### src/rtl/core/tdq_pkg.sv
// tdq_pkg: shared types and constants of the timer deadline queue.
// Used by tdq_cell and timer_deadline_queue; no dependencies.

package tdq_pkg;

  localparam int unsigned QueueDepth = 16;
  localparam int unsigned CntW       = $clog2(QueueDepth + 1);
  localparam int unsigned DlW        = 48;
  localparam int unsigned TagW       = 32;
  localparam int unsigned PerW       = 16;
  localparam int unsigned CfgIdxW    = 2;
  localparam int unsigned CfgDataW   = 32;

  typedef enum logic [0:0] {
    OpAdd  = 1'b0,
    OpTick = 1'b1
  } op_e;

  typedef enum logic [1:0] {
    KindAdd    = 2'd0,
    KindExpire = 2'd1,
    KindTick   = 2'd2
  } kind_e;

  typedef enum logic [CfgIdxW-1:0] {
    RegTaskTag    = 2'd0,
    RegTaskPeriod = 2'd1
  } cfg_reg_e;

  typedef enum logic [1:0] {
    StIdle,
    StAdd,
    StScan,
    StRearm
  } state_e;

  typedef struct packed {
    logic [0:0]             op;
    logic [DlW-1:0]         new_deadline;
    logic signed [TagW-1:0] new_tag;
  } cmd_t;

  typedef struct packed {
    logic [1:0]             kind;
    logic [DlW-1:0]         fired_deadline;
    logic signed [TagW-1:0] fired_tag;
    logic                   switch_task;
    logic                   dropped;
    logic                   last;
  } result_t;

  typedef struct packed {
    logic [DlW-1:0]  dl;
    logic [TagW-1:0] tag;
  } entry_t;

  typedef struct packed {
    logic   ins;
    logic   pop;
    entry_t ent;
  } cell_ctl_t;

endpackage

### src/rtl/core/tdq_cell.sv
// tdq_cell: one slot of the sorted timer chain.
// Depends on tdq_pkg. Shifts right on insert, left on pop.

module tdq_cell (
  input  logic               clk_i,
  input  tdq_pkg::cell_ctl_t ctl_i,
  input  logic               valid_i,
  input  tdq_pkg::entry_t    prev_ent_i,
  input  logic               prev_gt_i,
  input  tdq_pkg::entry_t    next_ent_i,
  output tdq_pkg::entry_t    ent_o,
  output logic               gt_o
);
  import tdq_pkg::*;

  entry_t ent_q, ent_d;

  // slot is later than the new timer (or empty); ties stay ahead
  assign gt_o  = !valid_i || (ent_q.dl > ctl_i.ent.dl);
  assign ent_o = ent_q;

  always_comb begin
    ent_d = ent_q;
    if (ctl_i.ins && gt_o) begin
      ent_d = prev_gt_i ? prev_ent_i : ctl_i.ent;
    end else if (ctl_i.pop) begin
      ent_d = next_ent_i;
    end
  end

  always_ff @(posedge clk_i) begin
    ent_q <= ent_d;
  end

endmodule

### src/rtl/core/timer_deadline_queue.sv
// timer_deadline_queue: tick counter with a deadline-sorted chain of timer cells.
// Depends on tdq_pkg and tdq_cell.
//
// Usage: drive cmd_i and raise start while busy is low; the command is
// taken at that edge. An add command (op 0) gives one status beat, set up
// in StAdd, with dropped set when all QueueDepth slots are in use.
// A tick command (op 1) advances the counter, then pops expired timers from
// the head of the chain, earliest first, one per cycle apart from rearms: a
// plain timer gives one expiry beat, the task-switch timer gives no beat and
// is put back in StRearm at counter plus period (plus 1 if period is 0).
// A closing beat (kind 2, last set) ends the tick. busy drops in the cycle
// the last beat is driven, so a command is taken only when the previous is done.
// Each result beat is on result_o for one cycle with result_valid_o high;
// the receiver cannot stall. The sort is done by the cell chain as each
// entry is inserted, so throughput is bound by the pop/rearm sequencer.
// Config writes (cfg_valid_i/cfg_ready_o) are taken at any time and must
// only happen while idle. Reset empties the queue, zeroes the counter and
// loads tag 0x7fffffff and period 2.

module timer_deadline_queue (
  input  logic                             clk_i,
  input  logic                             rst_ni,
  input  logic                             start,
  output logic                             busy,
  input  tdq_pkg::cmd_t                    cmd_i,
  output logic                             result_valid_o,
  output tdq_pkg::result_t                 result_o,
  input  logic                             cfg_valid_i,
  output logic                             cfg_ready_o,
  input  logic [tdq_pkg::CfgIdxW-1:0]      cfg_index_i,
  input  logic [tdq_pkg::CfgDataW-1:0]     cfg_data_i
);
  import tdq_pkg::*;

  state_e              state_q, state_d;
  cmd_t                cmd_q;
  logic [DlW-1:0]      tick_q;
  logic [CntW-1:0]     cnt_q, budget_q;
  logic                sw_q;
  logic [DlW-1:0]      rearm_dl_q;
  logic [TagW-1:0]     task_tag_q;
  logic [PerW-1:0]     task_per_q;
  result_t             res_q, res_d;
  logic                res_valid_q, res_valid_d;

  cell_ctl_t           ctl;
  entry_t              ent   [QueueDepth];
  logic [QueueDepth-1:0] gt;
  logic [DlW-1:0]      per;
  logic                accept, hit, is_task;
  logic                rearm_go;

  assign accept      = start && !busy;
  assign busy        = (state_q != StIdle);
  assign cfg_ready_o = 1'b1;

  assign result_valid_o = res_valid_q;
  assign result_o       = res_q;

  assign per     = (task_per_q == '0) ? DlW'(1) : DlW'(task_per_q);
  assign hit     = (budget_q != '0) && (cnt_q != '0) && (ent[0].dl <= tick_q);
  assign is_task = (ent[0].tag == task_tag_q);

  for (genvar i = 0; i < QueueDepth; i++) begin : g_cell
    tdq_cell u_cell (
      .clk_i      (clk_i),
      .ctl_i      (ctl),
      .valid_i    (CntW'(i) < cnt_q),
      .prev_ent_i ((i == 0) ? ent[0] : ent[(i == 0) ? 0 : i - 1]),
      .prev_gt_i  ((i == 0) ? 1'b0 : gt[(i == 0) ? 0 : i - 1]),
      .next_ent_i (ent[(i == QueueDepth - 1) ? i : i + 1]),
      .ent_o      (ent[i]),
      .gt_o       (gt[i])
    );
  end

  // next state
  always_comb begin
    state_d = state_q;
    case (state_q)
      StIdle: begin
        if (accept) begin
          state_d = (cmd_i.op == OpTick) ? StScan : StAdd;
        end
      end
      StAdd: begin
        state_d = StIdle;
      end
      StScan: begin
        if (!hit) begin
          state_d = StIdle;
        end else if (is_task) begin
          state_d = StRearm;
        end
      end
      StRearm: begin
        state_d = StScan;
      end
      default: begin
        state_d = StIdle;
      end
    endcase
  end

  // outputs
  always_comb begin
    ctl         = '0;
    res_d       = '0;
    res_valid_d = 1'b0;
    rearm_go    = 1'b0;
    case (state_q)
      StAdd: begin
        ctl.ins       = (cnt_q < CntW'(QueueDepth));
        ctl.ent       = '{dl: cmd_q.new_deadline, tag: cmd_q.new_tag};
        res_d.kind    = KindAdd;
        res_d.dropped = !(cnt_q < CntW'(QueueDepth));
        res_d.last    = 1'b1;
        res_valid_d   = 1'b1;
      end
      StScan: begin
        if (hit) begin
          ctl.pop = 1'b1;
          if (is_task) begin
            rearm_go = 1'b1;
          end else begin
            res_d.kind           = KindExpire;
            res_d.fired_deadline = ent[0].dl;
            res_d.fired_tag      = ent[0].tag;
            res_valid_d          = 1'b1;
          end
        end else begin
          res_d.kind        = KindTick;
          res_d.switch_task = sw_q;
          res_d.last        = 1'b1;
          res_valid_d       = 1'b1;
        end
      end
      StRearm: begin
        ctl.ins = 1'b1;
        ctl.ent = '{dl: rearm_dl_q, tag: task_tag_q};
      end
      default: begin
        ctl = '0;
      end
    endcase
  end

  always_ff @(posedge clk_i or negedge rst_ni) begin
    if (!rst_ni) begin
      state_q     <= StIdle;
      tick_q      <= '0;
      cnt_q       <= '0;
      budget_q    <= '0;
      sw_q        <= 1'b0;
      res_valid_q <= 1'b0;
      task_tag_q  <= 32'h7fff_ffff;
      task_per_q  <= 16'd2;
    end else begin
      state_q     <= state_d;
      res_valid_q <= res_valid_d;
      if (accept && (cmd_i.op == OpTick)) begin
        tick_q   <= tick_q + DlW'(1);
        budget_q <= cnt_q;
        sw_q     <= 1'b0;
      end
      if (ctl.pop) begin
        cnt_q    <= cnt_q - CntW'(1);
        budget_q <= budget_q - CntW'(1);
      end else if (ctl.ins) begin
        cnt_q <= cnt_q + CntW'(1);
      end
      if (rearm_go) begin
        sw_q <= 1'b1;
      end
      if (cfg_valid_i && cfg_ready_o) begin
        case (cfg_index_i)
          RegTaskTag:    task_tag_q <= cfg_data_i[TagW-1:0];
          RegTaskPeriod: task_per_q <= cfg_data_i[PerW-1:0];
          default:       task_tag_q <= task_tag_q;
        endcase
      end
    end
  end

  always_ff @(posedge clk_i) begin
    res_q <= res_d;
    if (accept) begin
      cmd_q <= cmd_i;
    end
    if (rearm_go) begin
      rearm_dl_q <= tick_q + per;
    end
  end

endmodule
### config.mk
export PLATFORM = sky130hd
export DESIGN_NAME = timer_deadline_queue
export DESIGN_NICKNAME = d
export VERILOG_FILES = /design/src/rtl/core/tdq_pkg.sv /design/src/rtl/core/tdq_cell.sv /design/src/rtl/core/timer_deadline_queue.sv
export SDC_FILE = /design/constraint.sdc
export NUM_CORES = 2
export LEC_CHECK = 0
export BUFFER_PORTS_ARGS = -buffer_cell sky130_fd_sc_hd__buf_2
export CAP_MARGIN = 5
export CELL_PAD_IN_SITES_DETAIL_PLACEMENT = 1
export CELL_PAD_IN_SITES_GLOBAL_PLACEMENT = 1
export CORE_MARGIN = 2
export CORE_UTILIZATION = 53
export CTS_BUF_LIST = sky130_fd_sc_hd__clkbuf_8
export DETAILED_ROUTE_END_ITERATION = 8
export GPL_ROUTABILITY_DRIVEN = 0
export MAX_ROUTING_LAYER = met4
export PLACE_DENSITY_LB_ADDON = 0.08
export RECOVER_POWER = 100
export SYNTH_ARGS = -nofsm -noshare
export SYNTH_HDL_FRONTEND = slang
export SYNTH_SLANG_ARGS = --single-unit
export TNS_END_PERCENT = 100
### constraint.sdc
create_clock -name clk_i -period 9.9 [get_ports clk_i]
set_input_delay 0.495 -clock clk_i [delete_from_list [all_inputs] [get_ports clk_i]]
set_output_delay 0.495 -clock clk_i [all_outputs]
set_load 0.02 [all_outputs]
==> impl_metrics.json <==
{
  "crit_path_end_kind": "register",
  "drive_gt1_share_pct": 14.3,
  "clock_latency_ns": 1.09,
  "ff2ff_setup_slack_ns": 1.34,
  "cp.required_ns": 10.48,
  "viasPerCell": 6.60,
  "layout.area.seq_um2": 46800,
  "final_common_cell": "edfxtp_1",
  "crit_arrival_ns": 9.15,
  "crit_path_start_kind": "register",
  "grt_first_pass_wirelength_um": 509000,
  "fin_area_um2": 106000,
  "ioPinCount": 207,
  "wl_per_cell_um": 29.0,
  "multiInputGateArea_um2": 47400,
  "clockRootBuffer": "clkbuf_8",
  "layout_common_cells": "edfxtp_1, o21ai_0, nand2_1",
  "fp.dieArea_um2": 186000,
  "async_flop_share_pct": 6.86,
  "fin_tns_setup_ns": 0,
  "final_nets": 10004,
  "synth.yosys.warnings": 0,
  "status": "finished with violations",
  "max-clock-path-buffers": 4,
  "vias": 76677,
  "fillers": 19159,
  "grt_max_degree": 161,
  "antenna_left": 0,
  "grt_use_total_pct": 36.8,
  "yosysTopAreaCell": "edfxtp_1",
  "maxSlewViolCount": 1101,
  "die_width_um": 432,
  "period_needed_ns": 8.56,
  "cts_tree": "done",
  "rows": 156,
  "critical_path.max_fanout": 52,
  "rsz0062_at_grt": "no",
  "finalClockSkew_ns": 0.0714,
  "violations": "max-capacitance violations, max-slew violations",
  "post_dp_cell_area_um2": 100000,
  "maxSlewHeadroom_pct": -265,
  "max_freq_mhz": 117,
  "fp.dieH_um": 432,
  "hold_viol_final": 0,
  "synth_seq_cells": 1603,
  "final_core_util_pct": 58.7,
  "drt_iter0_markers": 6302,
  "grt_overflow": 0,
  "synth_area_leaders": "edfxtp_1, ha_1, mux2_2, o21ai_0, mux2i_1",
  "setup_violations": 0,
  "drt_pre_antenna_iters": 5,
  "timing.final.crit_share_pct": 86.5,
  "dp_hpwl_um": 237000,
  "drc": 0,
  "seq_area_frac_synth_pct": 48.3,
  "design.core.area_um2": 181000,
  "syn_to_final_growth_pct": 9.70,
  "critPathKind": "reg2reg",
  "synth-edff-count": 1408,
  "grt_pass1_vias": 82660,
  "synth_top_area_share_pct": 43.6,
  "hp-class": "in2reg",
  "yosysUniqueCellTypes": 80,
  "grt_antenna_before_repair": 7,
  "initial_core_util_pct": 53.5,
  "htreeDepth": 5,
  "tightest_slew_ns": 5.47,
  "cts_buffers": 308,
  "cts.sinks": 1603,
  "finalWirelength_um": 337000,
  "ys.flop_type": "edfxtp_1",
  "syn_nets": 9806,
  "io_buffers": 205,
  "maxCapViolCount": 18,
  "syn_avg_cell_area_um2": 11.0,
  "synthCells": 8844,
  "clkTransAtPathRegs_ns": 0.07,
  "syn-cell-area_um2": 96900
}
-- worst paths after layout --
check / cells past startpoint / start / endpoint
worst max register to register: 10 / g_cell[0].u_cell.ent_o[79] / g_cell[11].u_cell.ent_o[59]
max in group asynchronous: 3 / rst_ni / tick_q[25]
worst max-delay path: 10 / g_cell[0].u_cell.ent_o[79] / g_cell[11].u_cell.ent_o[59]
min in group asynchronous: 2 / rst_ni / task_tag_q[18]
worst min register to register: 1 / sw_q / sw_q
worst min-delay path: 2 / cmd_i[19] / cmd_q[19]
-- repair_timing --
item,CTS,global route
hold buffers,118,0
setup buffers,0,0
endpoints found under the hold margin,180,0
resized for setup,0,0
setup endpoints to repair,0,0
-- synth_stat cells (all sizes together) (19+ instances only) --
cell type	n
nor2b	22
a221oi	100
ha	842
o31ai	86
mux2	702
dfxtp	85
nor4	40
and2	94
buf	162
inv	174
a21o	84
nand2	955
xnor2	124
and3	99
o221ai	37
o211ai	24
dfrtp	78
dfstp	32
mux2i	476
nand4	186
nand3	347
a21oi	520
nand2b	19
o21ai	1005
a22o	81
edfxtp	1408
nor2	238
nor3	162
clkbuf	441
a211oi	35
-- stage by stage --
step	instances	hold slack (ns)	setup WS (ns)
2_1_floorplan	8844	0.199	1.64
3_3_place_gp	10984	0.463	2.88
3_5_place_dp	10984	0.470	2.62
4_1_cts	11616	0.0388	2.59
5_1_grt	11622	0.0971	1.07
6_report	11623	0.120	1.34
-- registers in the layout (all words and copies together) (netlist names) --
| signal | flops |
|---|---|
| g_cell.u_cell.ent_o | 1280 |
| state_q | 2 |
| cnt_q | 5 |
| cmd_q | 80 |
| result_o | 85 |
| task_tag_q | 32 |
| rearm_dl_q | 48 |
| sw_q | 1 |
| budget_q | 5 |
| tick_q | 48 |
| task_per_q | 16 |
| result_valid_o | 1 |
-- worst max-delay path: stages, from the launching register on --
cell and delay, ns:
edfxtp_1 0.54, ha_1 0.37, nand4_1 0.16, or2_2 0.35, nor4_1 0.57, nand2_1 0.28, a31oi_1 0.65, nand4b_1 0.20
clkbuf_1 2.59, nand2b_4 1.41, clkbuf_2 0.83
-- logic make-up after synthesis --
family | synth area share (%)
compound gates | 12.7
xor+xnor | 1.15
fa+ha+maj | 10.9
buf+inv | 3.21
flops | 48.3
mux | 13.1
other cells | 0.00387
simple gates | 10.7
-- area by class of cell --
cell class | count | share of cell area [%]
clock inverters | 197 | 0.817
clock buffers | 317 | 4.10
well taps | 2370 | 2.79
inverters | 174 | 0.614
diodes | 7 | 0.0165
multi-input cells | 6464 | 44.6
repair buffers | 491 | 3.08
flip-flops and latches | 1603 | 44.0
-- layer usage --
metal  global-route usage, %  part of all wire (%)
met5                       -                     0
met4                    20.0                   6.2
met3                    4.82                   5.0
met2                    62.8                    50
met1                    42.1                    38
Power is left out: the tool's default activity adds up to more than one toggle a clock period on the data nets, which glitch-free logic cannot reach.
